<file path="config.mk">
export PLATFORM = sky130hd
export DESIGN_NAME = decimal_vector_stroke_generator
export DESIGN_NICKNAME = d
export VERILOG_FILES = /design/src/hw/rtl/dvsg_pkg.sv /design/src/hw/rtl/dvsg_digit_unit.sv /design/src/hw/rtl/decimal_vector_stroke_generator.sv
export SDC_FILE = /design/constraint.sdc
export NUM_CORES = 1
export LEC_CHECK = 0
export ABC_AREA = 1
export CAP_MARGIN = 30
export CORE_MARGIN = 1
export CORE_UTILIZATION = 65
export CTS_CLUSTER_DIAMETER = 150
export CTS_CLUSTER_SIZE = 40
export DETAILED_ROUTE_END_ITERATION = 7
export DONT_BUFFER_PORTS = 1
export GPL_TIMING_DRIVEN = 0
export PLACE_DENSITY = 0.83
export SLEW_MARGIN = 20
export SYNTH_ARGS = -nofsm -noshare
export SYNTH_HDL_FRONTEND = slang
export SYNTH_SLANG_ARGS = --single-unit
</file>
<file path="constraint.sdc">
create_clock -name clk -period 19.4 [get_ports clk]
set_clock_uncertainty 0.2 [all_clocks]
set_input_delay 0 -clock clk [delete_from_list [all_inputs] [get_ports clk]]
set_output_delay 0 -clock clk [all_outputs]
set_load 0.005 [all_outputs]
</file>
<file path="src/hw/rtl/dvsg_pkg.sv">
// Shared types, constants, glyph tables and constant dividers of the
// decimal vector stroke generator. No dependencies.
`default_nettype none
package dvsg_pkg;

  localparam int MAX_DIGITS_DEF = 5;
  localparam int COORD_W        = 13;
  localparam int MAG_W          = 17;
  localparam int IN_DATA_W      = 48;
  localparam int OUT_DATA_W     = 56;

  typedef enum logic [2:0] {
    S_IDLE,
    S_MINUS,
    S_DSTART,
    S_DWAIT,
    S_SEG
  } state_t;

  typedef struct packed {
    logic load;
    logic start;
  } du_ctrl_t;

  typedef struct packed {
    logic       done;
    logic [3:0] digit;
  } du_stat_t;

  typedef struct packed {
    logic [1:0] x0;
    logic [2:0] y0;
    logic [1:0] x1;
    logic [2:0] y1;
  } seg_code_t;

  localparam logic [3:0] SEG_COUNT [10] = '{
    4'd8, 4'd4, 4'd12, 4'd12, 4'd10, 4'd12, 4'd12, 4'd6, 4'd12, 4'd12
  };

  localparam seg_code_t GLYPH [10][12] = '{
    '{'{0,0,3,0},'{3,0,3,5},'{3,5,0,5},'{0,5,0,0},'{1,1,2,1},'{2,1,2,4},
      '{2,4,1,4},'{1,4,1,1},'{0,0,0,0},'{0,0,0,0},'{0,0,0,0},'{0,0,0,0}},
    '{'{0,0,3,0},'{3,0,3,5},'{3,5,0,5},'{0,5,0,0},'{0,0,0,0},'{0,0,0,0},
      '{0,0,0,0},'{0,0,0,0},'{0,0,0,0},'{0,0,0,0},'{0,0,0,0},'{0,0,0,0}},
    '{'{0,0,3,0},'{3,0,3,3},'{3,3,1,3},'{1,3,1,4},'{1,4,3,4},'{3,4,3,5},
      '{3,5,0,5},'{0,5,0,2},'{0,2,2,2},'{2,2,2,1},'{2,1,0,1},'{0,1,0,0}},
    '{'{0,0,3,0},'{3,0,3,5},'{3,5,0,5},'{0,5,0,4},'{0,4,2,4},'{2,4,2,3},
      '{2,3,0,3},'{0,3,0,2},'{0,2,2,2},'{2,2,2,1},'{2,1,0,1},'{0,1,0,0}},
    '{'{0,0,1,0},'{1,0,1,2},'{1,2,2,2},'{2,2,2,0},'{2,0,3,0},'{3,0,3,5},
      '{3,5,2,5},'{2,5,2,3},'{2,3,0,3},'{0,3,0,0},'{0,0,0,0},'{0,0,0,0}},
    '{'{0,0,3,0},'{3,0,3,1},'{3,1,1,1},'{1,1,1,2},'{1,2,3,2},'{3,2,3,5},
      '{3,5,0,5},'{0,5,0,4},'{0,4,2,4},'{2,4,2,3},'{2,3,0,3},'{0,3,0,0}},
    '{'{0,0,3,0},'{3,0,3,1},'{3,1,1,1},'{1,1,1,2},'{1,2,3,2},'{3,2,3,5},
      '{3,5,0,5},'{0,5,0,0},'{1,3,2,3},'{2,3,2,4},'{2,4,1,4},'{1,4,1,3}},
    '{'{0,0,3,0},'{3,0,3,5},'{3,5,2,5},'{2,5,2,1},'{2,1,0,1},'{0,1,0,0},
      '{0,0,0,0},'{0,0,0,0},'{0,0,0,0},'{0,0,0,0},'{0,0,0,0},'{0,0,0,0}},
    '{'{0,0,3,0},'{3,0,3,5},'{3,5,0,5},'{0,5,0,0},'{1,1,2,1},'{2,1,2,2},
      '{2,2,1,2},'{1,2,1,1},'{1,3,2,3},'{2,3,2,4},'{2,4,1,4},'{1,4,1,3}},
    '{'{0,0,3,0},'{3,0,3,5},'{3,5,0,5},'{0,5,0,4},'{0,4,2,4},'{2,4,2,3},
      '{2,3,0,3},'{0,3,0,0},'{1,1,2,1},'{2,1,2,2},'{2,2,1,2},'{1,2,1,1}}
  };

  // 10**n for n in 0..5
  function automatic logic [MAG_W-1:0] pow10(input int n);
    logic [MAG_W-1:0] p;
    p = MAG_W'(1);
    for (int i = 0; i < 5; i++) begin
      if (i < n) begin
        p = MAG_W'(p * MAG_W'(10));
      end
    end
    return p;
  endfunction

  // floor(v/3), exact for every 10-bit v
  function automatic logic [9:0] div3(input logic [9:0] v);
    logic [20:0] prod;
    prod = 21'(v) * 21'(683);
    return prod[20:11];
  endfunction

  // floor(v/5), exact for v < 4096
  function automatic logic [9:0] div5(input logic [11:0] v);
    logic [23:0] prod;
    prod = 24'(v) * 24'(3277);
    return prod[23:14];
  endfunction

endpackage
`default_nettype wire

</file>
<file path="src/hw/rtl/dvsg_digit_unit.sv">
// Shared subtract/compare unit: extracts one decimal digit of the held
// magnitude per run, one trial subtraction a cycle. Depends on dvsg_pkg.
`default_nettype none
module dvsg_digit_unit #(
  parameter int POS_W = 3
) (
  input  wire logic                         clk,
  input  wire logic                         rst_n,
  input  wire dvsg_pkg::du_ctrl_t           ctrl,
  input  wire logic [dvsg_pkg::MAG_W-1:0]   load_mag,
  input  wire logic [POS_W-1:0]             pos,
  output dvsg_pkg::du_stat_t                stat
);

  logic [dvsg_pkg::MAG_W-1:0] mag_r;
  logic [3:0]                 digit_r;
  logic [1:0]                 bit_r;
  logic                       busy_r;
  logic                       done_r;
  logic [dvsg_pkg::MAG_W-1:0] pow;
  logic [dvsg_pkg::MAG_W:0]   trial;

  assign pow   = dvsg_pkg::pow10(int'(pos));
  assign trial = {1'b0, mag_r} - ({1'b0, pow} << bit_r);

  always_ff @(posedge clk) begin
    if (!rst_n) begin
      busy_r <= 1'b0;
      done_r <= 1'b0;
    end else begin
      done_r <= 1'b0;
      if (ctrl.start) begin
        busy_r <= 1'b1;
      end else if (busy_r && bit_r == 2'd0) begin
        busy_r <= 1'b0;
        done_r <= 1'b1;
      end
    end
  end

  always_ff @(posedge clk) begin
    if (ctrl.load) begin
      mag_r <= load_mag;
    end else if (busy_r && !trial[dvsg_pkg::MAG_W]) begin
      mag_r <= trial[dvsg_pkg::MAG_W-1:0];
    end
    if (ctrl.start) begin
      digit_r <= 4'd0;
      bit_r   <= 2'd3;
    end else if (busy_r) begin
      if (!trial[dvsg_pkg::MAG_W]) begin
        digit_r[bit_r] <= 1'b1;
      end
      bit_r <= bit_r - 2'd1;
    end
  end

  assign stat.done  = done_r;
  assign stat.digit = digit_r;

endmodule
`default_nettype wire

</file>
<file path="src/hw/rtl/decimal_vector_stroke_generator.sv">
// Top level of the decimal vector stroke generator: sequencer, glyph
// scaling and output register. Depends on dvsg_pkg and dvsg_digit_unit.
//
// Takes one item (origin, glyph height, signed 16-bit value) and emits the
// outline segments of its decimal glyphs, one segment per output item, most
// significant digit first, with tlast on the final segment. A negative value
// first gets a fixed five-unit minus stroke and the origin moves right by 10.
// Zero gives the zero glyph alone. Magnitudes beyond MAX_DIGITS digits
// saturate to the largest MAX_DIGITS-digit number. in_tready is high only
// while the block is idle, so it takes no new item while one is in progress.
// It emits the minus stroke for a negative value, then for each digit
// position from the top extracts the digit through the shared subtract unit
// (four trial subtractions plus handoff) and, past leading zeros, emits its
// segments, one per cycle while the output is not stalled. The output
// register lets the last segment wait while the next item is accepted.
`default_nettype none
module decimal_vector_stroke_generator #(
  parameter int MAX_DIGITS = dvsg_pkg::MAX_DIGITS_DEF
) (
  input  wire logic                              clk,
  input  wire logic                              rst_n,
  input  wire logic                              in_tvalid,
  output logic                                   in_tready,
  // x_pos[10:0], y_pos[21:11], height[31:22], value[47:32]
  input  wire logic [dvsg_pkg::IN_DATA_W-1:0]    in_tdata,
  output logic                                   out_tvalid,
  input  wire logic                              out_tready,
  // start_x[12:0], start_y[25:13], end_x[38:26], end_y[51:39], zero pad
  output logic [dvsg_pkg::OUT_DATA_W-1:0]        out_tdata,
  output logic                                   out_tlast
);

  localparam int POS_W = (MAX_DIGITS > 1) ? $clog2(MAX_DIGITS) : 1;
  localparam logic [dvsg_pkg::MAG_W-1:0] LIMIT =
    dvsg_pkg::MAG_W'(dvsg_pkg::pow10(MAX_DIGITS) - 1);
  localparam logic [POS_W-1:0] TOP_POS = POS_W'(MAX_DIGITS - 1);
  localparam int CW = dvsg_pkg::COORD_W;

  dvsg_pkg::state_t state_r, state_nxt;

  // Per-item geometry, captured at accept
  logic [CW-1:0] x_r;
  logic [10:0]   y_r;
  logic [9:0]    h_r;
  logic [9:0]    yo_r [4];   // h/5, 2h/5, 3h/5, 4h/5
  logic [8:0]    w2_r, w2a_r, w2b_r;  // w, w/3, 2w/3 for w = h/2
  logic [8:0]    w4_r, w4a_r, w4b_r;  // same for w = h/4 (digit one)
  logic [9:0]    adv_r;
  logic [POS_W-1:0] pos_r;
  logic          started_r;
  logic [3:0]    digit_r;
  logic [3:0]    seg_r;

  logic                          out_valid_r;
  logic [dvsg_pkg::OUT_DATA_W-1:0] out_data_r;
  logic                          out_last_r;

  dvsg_pkg::du_ctrl_t du_ctrl;
  dvsg_pkg::du_stat_t du_stat;

  // Input decode
  logic [9:0]  h_in;
  logic [9:0]  w2_in, w4_in;
  logic [15:0] v_in;
  logic [dvsg_pkg::MAG_W-1:0] mag_in, mag_sat;
  logic [11:0] h3_in;
  logic [11:0] adv_full;
  logic        accept;

  assign h_in   = in_tdata[31:22];
  assign v_in   = in_tdata[47:32];
  assign w2_in  = {1'b0, h_in[9:1]};
  assign w4_in  = {2'b0, h_in[9:2]};
  assign h3_in  = 12'({2'b0, h_in} + {1'b0, h_in, 1'b0});
  assign adv_full = 12'({w2_in, 2'b0} + {2'b0, w2_in});
  assign mag_in = v_in[15] ? dvsg_pkg::MAG_W'(17'h10000 - {1'b0, v_in})
                           : {1'b0, v_in};
  assign mag_sat = (mag_in > LIMIT) ? LIMIT : mag_in;
  assign accept  = in_tvalid && in_tready;

  // Segment geometry
  dvsg_pkg::seg_code_t code;
  logic          is_one;
  logic          can_load;
  logic          seg_end;
  logic          emit;
  logic          lead_zero;
  logic [CW-1:0] sx, sy, ex, ey;

  function automatic logic [8:0] xsel(input logic [1:0] c, input logic one,
                                      input logic [8:0] a2, input logic [8:0] b2,
                                      input logic [8:0] f2, input logic [8:0] a4,
                                      input logic [8:0] b4, input logic [8:0] f4);
    logic [8:0] r;
    case (c)
      2'd1:    r = one ? a4 : a2;
      2'd2:    r = one ? b4 : b2;
      2'd3:    r = one ? f4 : f2;
      default: r = 9'd0;
    endcase
    return r;
  endfunction

  function automatic logic [9:0] ysel(input logic [2:0] c, input logic [9:0] y1,
                                      input logic [9:0] y2, input logic [9:0] y3,
                                      input logic [9:0] y4, input logic [9:0] hh);
    logic [9:0] r;
    case (c)
      3'd0:    r = 10'd0;
      3'd1:    r = y1;
      3'd2:    r = y2;
      3'd3:    r = y3;
      3'd4:    r = y4;
      default: r = hh;
    endcase
    return r;
  endfunction

  assign code     = dvsg_pkg::GLYPH[digit_r][seg_r];
  assign is_one   = (digit_r == 4'd1);
  assign can_load = !out_valid_r || out_tready;
  assign seg_end  = (4'(seg_r + 4'd1) == dvsg_pkg::SEG_COUNT[digit_r]);
  // Skip leading zeros; the units position always prints
  assign lead_zero = (du_stat.digit == 4'd0) && !started_r && (pos_r != '0);

  assign sx = x_r + CW'(xsel(code.x0, is_one, w2a_r, w2b_r, w2_r,
                             w4a_r, w4b_r, w4_r));
  assign ex = x_r + CW'(xsel(code.x1, is_one, w2a_r, w2b_r, w2_r,
                             w4a_r, w4b_r, w4_r));
  assign sy = CW'(y_r) + CW'(ysel(code.y0, yo_r[0], yo_r[1], yo_r[2],
                                  yo_r[3], h_r));
  assign ey = CW'(y_r) + CW'(ysel(code.y1, yo_r[0], yo_r[1], yo_r[2],
                                  yo_r[3], h_r));

  // Next state
  always_comb begin
    state_nxt = state_r;
    case (state_r)
      dvsg_pkg::S_IDLE: begin
        if (accept) begin
          state_nxt = v_in[15] ? dvsg_pkg::S_MINUS : dvsg_pkg::S_DSTART;
        end
      end
      dvsg_pkg::S_MINUS: begin
        if (can_load) begin
          state_nxt = dvsg_pkg::S_DSTART;
        end
      end
      dvsg_pkg::S_DSTART: state_nxt = dvsg_pkg::S_DWAIT;
      dvsg_pkg::S_DWAIT: begin
        if (du_stat.done) begin
          state_nxt = lead_zero ? dvsg_pkg::S_DSTART : dvsg_pkg::S_SEG;
        end
      end
      dvsg_pkg::S_SEG: begin
        if (can_load && seg_end) begin
          state_nxt = (pos_r == '0) ? dvsg_pkg::S_IDLE : dvsg_pkg::S_DSTART;
        end
      end
      default: state_nxt = dvsg_pkg::S_IDLE;
    endcase
  end

  // State outputs
  always_comb begin
    in_tready     = 1'b0;
    emit          = 1'b0;
    du_ctrl.load  = 1'b0;
    du_ctrl.start = 1'b0;
    case (state_r)
      dvsg_pkg::S_IDLE: begin
        in_tready    = 1'b1;
        du_ctrl.load = in_tvalid;
      end
      dvsg_pkg::S_MINUS:  emit = can_load;
      dvsg_pkg::S_DSTART: du_ctrl.start = 1'b1;
      dvsg_pkg::S_SEG:    emit = can_load;
      default: begin
        in_tready = 1'b0;
      end
    endcase
  end

  dvsg_digit_unit #(
    .POS_W (POS_W)
  ) u_digit (
    .clk      (clk),
    .rst_n    (rst_n),
    .ctrl     (du_ctrl),
    .load_mag (mag_sat),
    .pos      (pos_r),
    .stat     (du_stat)
  );

  always_ff @(posedge clk) begin
    if (!rst_n) begin
      state_r     <= dvsg_pkg::S_IDLE;
      out_valid_r <= 1'b0;
    end else begin
      state_r     <= state_nxt;
      out_valid_r <= emit || (out_valid_r && !out_tready);
    end
  end

  always_ff @(posedge clk) begin
    if (accept) begin
      x_r       <= CW'(in_tdata[10:0]);
      y_r       <= in_tdata[21:11];
      h_r       <= h_in;
      yo_r[0]   <= dvsg_pkg::div5({2'b0, h_in});
      yo_r[1]   <= dvsg_pkg::div5({1'b0, h_in, 1'b0});
      yo_r[2]   <= dvsg_pkg::div5(h3_in);
      yo_r[3]   <= dvsg_pkg::div5({h_in, 2'b0});
      w2_r      <= w2_in[8:0];
      w2a_r     <= 9'(dvsg_pkg::div3(w2_in));
      w2b_r     <= 9'(dvsg_pkg::div3({w2_in[8:0], 1'b0}));
      w4_r      <= w4_in[8:0];
      w4a_r     <= 9'(dvsg_pkg::div3(w4_in));
      w4b_r     <= 9'(dvsg_pkg::div3({w4_in[8:0], 1'b0}));
      adv_r     <= adv_full[11:2];
      // Skip zeros until the first nonzero digit; zero prints at the units
      started_r <= 1'b0;
      pos_r     <= TOP_POS;
    end else begin
      case (state_r)
        dvsg_pkg::S_MINUS: begin
          if (can_load) begin
            x_r <= x_r + CW'(10);
          end
        end
        dvsg_pkg::S_DWAIT: begin
          if (du_stat.done) begin
            if (lead_zero) begin
              pos_r <= pos_r - POS_W'(1);
            end else begin
              started_r <= 1'b1;
              digit_r   <= du_stat.digit;
              seg_r     <= 4'd0;
            end
          end
        end
        dvsg_pkg::S_SEG: begin
          if (can_load) begin
            if (seg_end) begin
              x_r <= x_r + CW'(adv_r);
              if (pos_r != '0) begin
                pos_r <= pos_r - POS_W'(1);
              end
            end else begin
              seg_r <= seg_r + 4'd1;
            end
          end
        end
        default: begin
        end
      endcase
    end
  end

  // Output register: load the minus stroke or the current glyph segment
  always_ff @(posedge clk) begin
    if (emit) begin
      if (state_r == dvsg_pkg::S_MINUS) begin
        out_data_r <= {4'd0, CW'(y_r) + CW'(5), x_r + CW'(5),
                       CW'(y_r) + CW'(5), x_r};
        out_last_r <= 1'b0;
      end else begin
        out_data_r <= {4'd0, ey, ex, sy, sx};
        out_last_r <= seg_end && (pos_r == '0);
      end
    end
  end

  assign out_tvalid = out_valid_r;
  assign out_tdata  = out_data_r;
  assign out_tlast  = out_last_r;

endmodule
`default_nettype wire

</file>
# Word level (Yosys, flattened, before mapping)
# Memory sizes are Yosys's and may differ from the RTL's.
# Index checks and enable logic that the tools add are counted.
totals:
  out_inout_bits: 59
  register_bits: 195
  memories: 3
  mem_bits_rw: 40
  inputBits: 52
  romBits: 1984
mem_list:
  columns: ["name", "words", "width", "rd", "rd_clocked_by_memory_dff", "wr", "line_no", "rtl"]
  rows:
  - ["(no name shown)", 16, 120, 1, 0, 0, "decimal_vector_stroke_generator.sv:119", "assign code = dvsg_pkg::GLYPH[digit_r][seg_r];"]
  - ["(no name shown)", 16, 4, 1, 0, 0, "decimal_vector_stroke_generator.sv:122", "assign seg_end = (4'(seg_r + 4'd1) == dvsg_pkg::SEG_COUNT[digit_r]);"]
  - ["yo_r", 4, 10, 4, 0, 4, "decimal_vector_stroke_generator.sv:45", "logic [9:0] yo_r [4];"]
op_classes:
  addsub: 15
  mul: 12
  reduce_logical: 37
  shifts: 1
  eq_ne: 33
  magnitude_cmp: 10
  n_bitwise: 7
  mux: 59
ops:
  columns: ["op", "count"]
  rows:
  - ["120-bit two-way mux", 2]
  - ["17-bit two-way mux", 8]
  - ["10-bit one-hot mux with 5 select lines", 2]
  - ["10-bit by 12-bit multiplier with 22-bit output, second input constant", 3]
  - ["9-bit one-hot mux with 3 select lines", 2]
  - ["17-bit by 3-bit multiplier with 16-bit output, second input constant", 3]
  - ["51-bit two-way mux", 1]
  - ["10-bit binary-select mux with 4-bit select", 1]
  - ["13-bit two-way mux", 3]
  - ["9-bit by 10-bit multiplier with 19-bit output, second input constant", 2]
  - ["8-bit by 10-bit multiplier with 18-bit output, second input constant", 2]
  - ["3-bit two-way mux", 10]
  - ["4-bit two-way mux", 7]
  - ["9-bit two-way mux", 3]
  - ["13-bit by 9-bit adder with 13-bit output", 2]
  - ["13-bit one-hot mux with 2 select lines", 1]
  - ["11-bit by 10-bit adder with 12-bit output", 2]
  - ["12-bit by 12-bit multiplier with 24-bit output, second input constant", 1]
  - ["10-bit two-way mux", 2]
  - ["3-bit by 2-bit == test with 1-bit output, second input constant", 6]
  - ["2-bit != test, second input constant", 9]
  - ["17-bit by 2-bit << shifter with 18-bit output", 1]
  - ["17-bit by 18-bit subtractor with 18-bit output", 1]
  - ["17-bit > comparator, second input constant", 1]
  - ["other kinds (48)", 99]

# Longest topological paths before layout
depth:
  ltp_word: 16
  mapped_depth: 41

# Hierarchy
# A second synthesis with hierarchy kept.
unflattened:
  hier_cells: 2783
  area_unflattened_um2: 21576.9
modules_own_cells:
  columns: ["module", "n_inst", "cells_per_inst", "seq_area_each_um2", "area_per_inst_um2"]
  rows:
  - ["decimal_vector_stroke_generator", 1, 2273, 4344.2, 18138.6]
  - ["dvsg_digit_unit", 1, 510, 670.6, 3438.3]

# Least setup slack after synthesis
# Ideal clock, no wire load.
synth_path:
  path_type: "reg-to-reg"
  startpoint: "register pos_r[2]"
  endpoint: "register u_digit.mag_r[0] (netlist name) (enable)"
  stages_incl_launch_ff: 37
  t_arrival_ns: 6.610
  required_time_ns: 18.826
  setup_slack_ns: 12.216
  synth_period_minus_slack_ns: 7.184
  path_buffers: 1
  setup_time_ns: 0.374
  path_cell_list: "dfxtp_1 buf_2 inv_2 nand2_1 nor2_1 inv_1 ha_1 or2_2 o21ai_0 inv_1 ha_1 ha_1 inv_1 fa_1 o21ai_0 a31oi_1 xor2_1 o21ai_0 ha_1 ha_1 a21oi_1 o21ai_0 a21oi_1 xor2_1 o21ai_0 nand2_1 a21oi_1 a31oi_1 ha_1 nand2_1 nor2_1 nand2_1 o311ai_0 inv_1 nand3_1 nand3_1 nand2_1"
synth_between:
  elab_chain_cells: 15
  word_cells_on_any_way: 19
  classes_between: "add/sub (1); mul (4); order compare (5); shift (1); mux (5); reduce/logical (3)"
synth_lines:
  columns: ["element", "line_no", "rtl"]
  rows:
  - ["start: declaration", "decimal_vector_stroke_generator.sv:49", "logic [POS_W-1:0] pos_r;"]
  - ["start signal: assignment", "decimal_vector_stroke_generator.sv:234", "pos_r <= pos_r - POS_W'(1);"]
  - ["start signal: assignment", "decimal_vector_stroke_generator.sv:247", "pos_r <= pos_r - POS_W'(1);"]
  - ["1-bit by 3-bit less-than comparator with 1-bit output", "dvsg_pkg.sv:69", "if (i < n) begin"]
  - ["4-bit two-way mux", "dvsg_pkg.sv:69", null]
  - ["4-bit by 3-bit multiplier with 7-bit output", "dvsg_pkg.sv:70", "p = MAG_W'(p * MAG_W'(10));"]
  - ["17-bit two-way mux", "dvsg_pkg.sv:69", null]
  - ["17-bit by 3-bit multiplier with 16-bit output", "dvsg_pkg.sv:70", null]
  - ["17-bit two-way mux", "dvsg_pkg.sv:69", null]
  - ["17-bit by 3-bit multiplier with 16-bit output", "dvsg_pkg.sv:70", null]
  - ["17-bit two-way mux", "dvsg_pkg.sv:69", null]
  - ["17-bit by 3-bit multiplier with 16-bit output", "dvsg_pkg.sv:70", null]
  - ["17-bit two-way mux (*)", "dvsg_pkg.sv:69", null]
  - ["17-bit by 2-bit << shifter with 18-bit output (*)", "dvsg_digit_unit.sv:24", "assign trial = {1'b0, mag_r} - ({1'b0, pow} << bit_r);"]
  - ["17-bit by 18-bit subtractor with 18-bit output (*)", "dvsg_digit_unit.sv:24", null]
  - ["1-bit logical NOT (*)", "dvsg_digit_unit.sv:44", "end else if (busy_r && !trial[dvsg_pkg::MAG_W]) begin"]
  - ["1-bit logical AND (*)", "dvsg_digit_unit.sv:44", null]
  - ["2-bit nonzero test (no source line) (*)", null, null]
  - ["end signal: assignment", "dvsg_digit_unit.sv:43", "mag_r <= load_mag;"]
  - ["end signal: assignment", "dvsg_digit_unit.sv:45", "mag_r <= trial[dvsg_pkg::MAG_W-1:0];"]
  - ["end: declaration", "dvsg_digit_unit.sv:15", "logic [dvsg_pkg::MAG_W-1:0] mag_r;"]
# Mark *: on every way between the ends. The rest lies on a longest branch, timed or not.
# A chain may end at the register's enable or synchronous reset.

# Worst setup path in the final report
layout_path:
  startpoint: "register pos_r[2]"
  endpoint: "register u_digit.mag_r[16] (netlist name) (enable)"
# Same word-level chain as after synthesis.

==> results by group <==
Global routing
  • First-pass GRT wire length: 93.0 mm
  • GRT Residual Overflow: 0
  • Largest net degree at the start of global routing: 60
  • Initial antenna violation count: 1
  • Gr usage total: 0.358
  • Vias in the first global route: 18655

Setup path
  • Crit path DAT: 8800 ps
  • Crit path capture type: flip-flop
  • CP max stage delay: 630 ps
  • Worst path slowest cell: nand2_1
  • Flop2flop setup slack: 10470 ps
  • Critical Path Start Type: flip-flop
  • Worst Path Max Fanout: 17
  • CP Class: reg2reg
  • Req. time, crit path: 19270 ps

CTS
  • CTS buffer count: 17
  • Clock root buffer: clkbuf_16
  • TritonCTS clock tree: built
  • CTS clock-pin slew for the worst setup and hold paths: 70 ps
  • H-tree depth: 4
  • Clk sink count: 173
  • Clk buf depth: 2
  • Hold_buf cts: 80
  • Post-CTS sizing: 0
  • Clock Latency Late Sink: 450 ps
  • Setup bufs post-CTS: 0

Drt
  • Via density: 6.10
  • Initial DRC count: 1752
  • Antenna violation net count after detailed routing: 0
  • Total Routed Length: 57.3 mm
  • TritonRoute pass-1 iters: 8
  • DR vias: 18882
  • Drc violations: 0
  • Routed length per instance: 18.5 um

Layout
  • # nets final: 3162
  • Area delta synth->final: 9.90%
  • Fillcell total: 2378
  • Finished Layout Cells: 3095
  • Commonest non-fill, non-tap cells in the layout: nand2_1, inv_1, ha_1, a21oi_1, nor2_1
  • Share of layout cells above drive strength 1: 0.0405
  • Commonest non-fill, non-tap cell in the layout: nand2_1

STA
  • RSZ-0062 raised after global routing: no
  • Fin. Hold Viols: 0
  • Worst relative slew slack: 0.322
  • Setup violators final: 0
  • Slew @ Worst Pin: 1010 ps
  • Final Cycle Share: 0.460
  • Fin. max-slew vios: 0
  • Setup TNS: 0 ps
  • Min Hold Slack: 24.2 ps
  • Top achievable clock speed: 112 MHz
  • Tmin final: 8930 ps

Synthesis
  • Dominant synthesized flop cell: edfxtp_1
  • Syn Inst Count: 2570
  • #FFs+latches synth: 173
  • Leading post-synthesis cells by cell area: edfxtp_1, ha_1, fa_1, nand2_1, inv_1
  • Yosys warning total: 0
  • Number of synthesized flops with an enable pin: 155
  • Post-synthesis sequential area ratio: 0.242
  • Synth cell types: 62
  • Synth top area share: 0.224
  • Asr flop ratio synth: 0
  • Syn Std Cell Area: 0.0207 mm^2
  • Syn_area_per_cell: 8.07 um^2
  • Synth area leader: edfxtp_1

Flow run
  • Max cap viols: 0

Die
  • Num ports: 111
  • Site Rows: 65
  • Chip Width: 181 um
  • Initial Util: 0.659
  • Die height: 181 um
  • CORE AREA: 0.0315 mm^2
  • Die Area: 0.0326 mm^2

Min path
  • Hold crit path type: in2reg

Run status
  • Status: finished, final reports clean

Placed design
  • Placed cells: 2980
  • IO Port Bufs: 0
  • GP Congestion: 0.987
  • HPWL Detailed: 44.0 mm
==> Yosys cell counts (all sizes together), types with 2 or more instances <==
library cell and n:
edfxtp 155, nor3 25, or2 9, a31o 2
o22ai 14, dfxtp 18, a21oi 209, nor2 207
mux2i 8, o21a 5, o21ai 173, a21o 6
a22oi 2, buf 20, clkbuf 33, nand3b 2
xor2 82, mux2 4, nand2 465, a31oi 14
and2 9, o211ai 21, clkinv 3, a21boi 2
o311ai 4, o21bai 12, ha 328, a221oi 2
xnor2 33, o32ai 2, inv 396, o31ai 17
nand4 29, nor4 3, o2111ai 4, nand3 129
o221ai 6, a211oi 5, fa 105
==> state kept, by name, summed over array words and instances (netlist names), 4 cells and up <==
name / count
x_r: 13
yo_r: 20
digit_r: 4
u_digit.digit_r: 4
w2b_r: 9
out_tdata: 50
w4b_r: 8
h_r: 10
y_r: 11
u_digit.mag_r: 17
seg_r: 4
adv_r: 10
==> kinds of logic after synthesis <==
kind of cell / Yosys count / synth area share
mux: 12 / 0.00603
buf+inv: 452 / 0.0851
simple gates: 880 / 0.181
compound gates: 504 / 0.138
fa+ha+maj: 433 / 0.299
flops: 173 / 0.242
xor+xnor: 115 / 0.0486
other cells: 1 / 0.000181
==> critical path, delay by kind of cell, from the launching register on <==
kind | cells | cell delay (ps)
AOI/OAI and AO/OA | 10 | 2530
xor gates and xnor gates | 2 | 320
adders and majority gates | 7 | 2280
buffers and inverters | 6 | 640
DFF | 1 | 300
and+or+nand+nor | 11 | 2270
==> through the flow <==
step	area, um^2	utilization	worst slack [ps]
3_3_place_gp	21300	0.675	10660
4_1_cts	22800	0.724	10610
6_report	22800	0.724	10470
2_1_floorplan	20800	-	12220
5_1_grt	22800	0.724	9860
3_5_place_dp	21300	0.678	10660
==> final timing paths <==
kind / start / endpoint / cells past startpoint
max: pos_r[2] / u_digit.mag_r[16] / 36
min: in_tdata[24] / adv_r[3] / 4
max reg2reg: pos_r[2] / u_digit.mag_r[16] / 36
min reg2reg: u_digit.digit_r[0] / digit_r[0] / 0
==> metal layers <==
| layer | track usage | vias to the layer above | wire [um] |
|---|---|---|---|
| li1 | - | 8873 | - |
| met1 | 0.452 | 8876 | 23200 |
| met2 | 0.606 | 909 | 27200 |
| met3 | 0.0554 | 222 | 4350 |
| met4 | 0.159 | 2 | 2500 |
| met5 | 0 | - | 13 |
==> cell type report <==
cell class	instances	area (um^2)	share of cell area
multi-input combinational	1950	14000	0.614
sequential	173	5010	0.220
inverter	399	1510	0.0661
timing repair buffer	83	871	0.0382
tap	402	503	0.0221
clock buffer	18	429	0.0188
buffer	53	263	0.0115
clock inverter	14	208	0.00911
antenna	3	7.51	0.000329
Power is not shown: default switching activity piles up to over one toggle a cycle in this logic, so the estimate is an artifact.
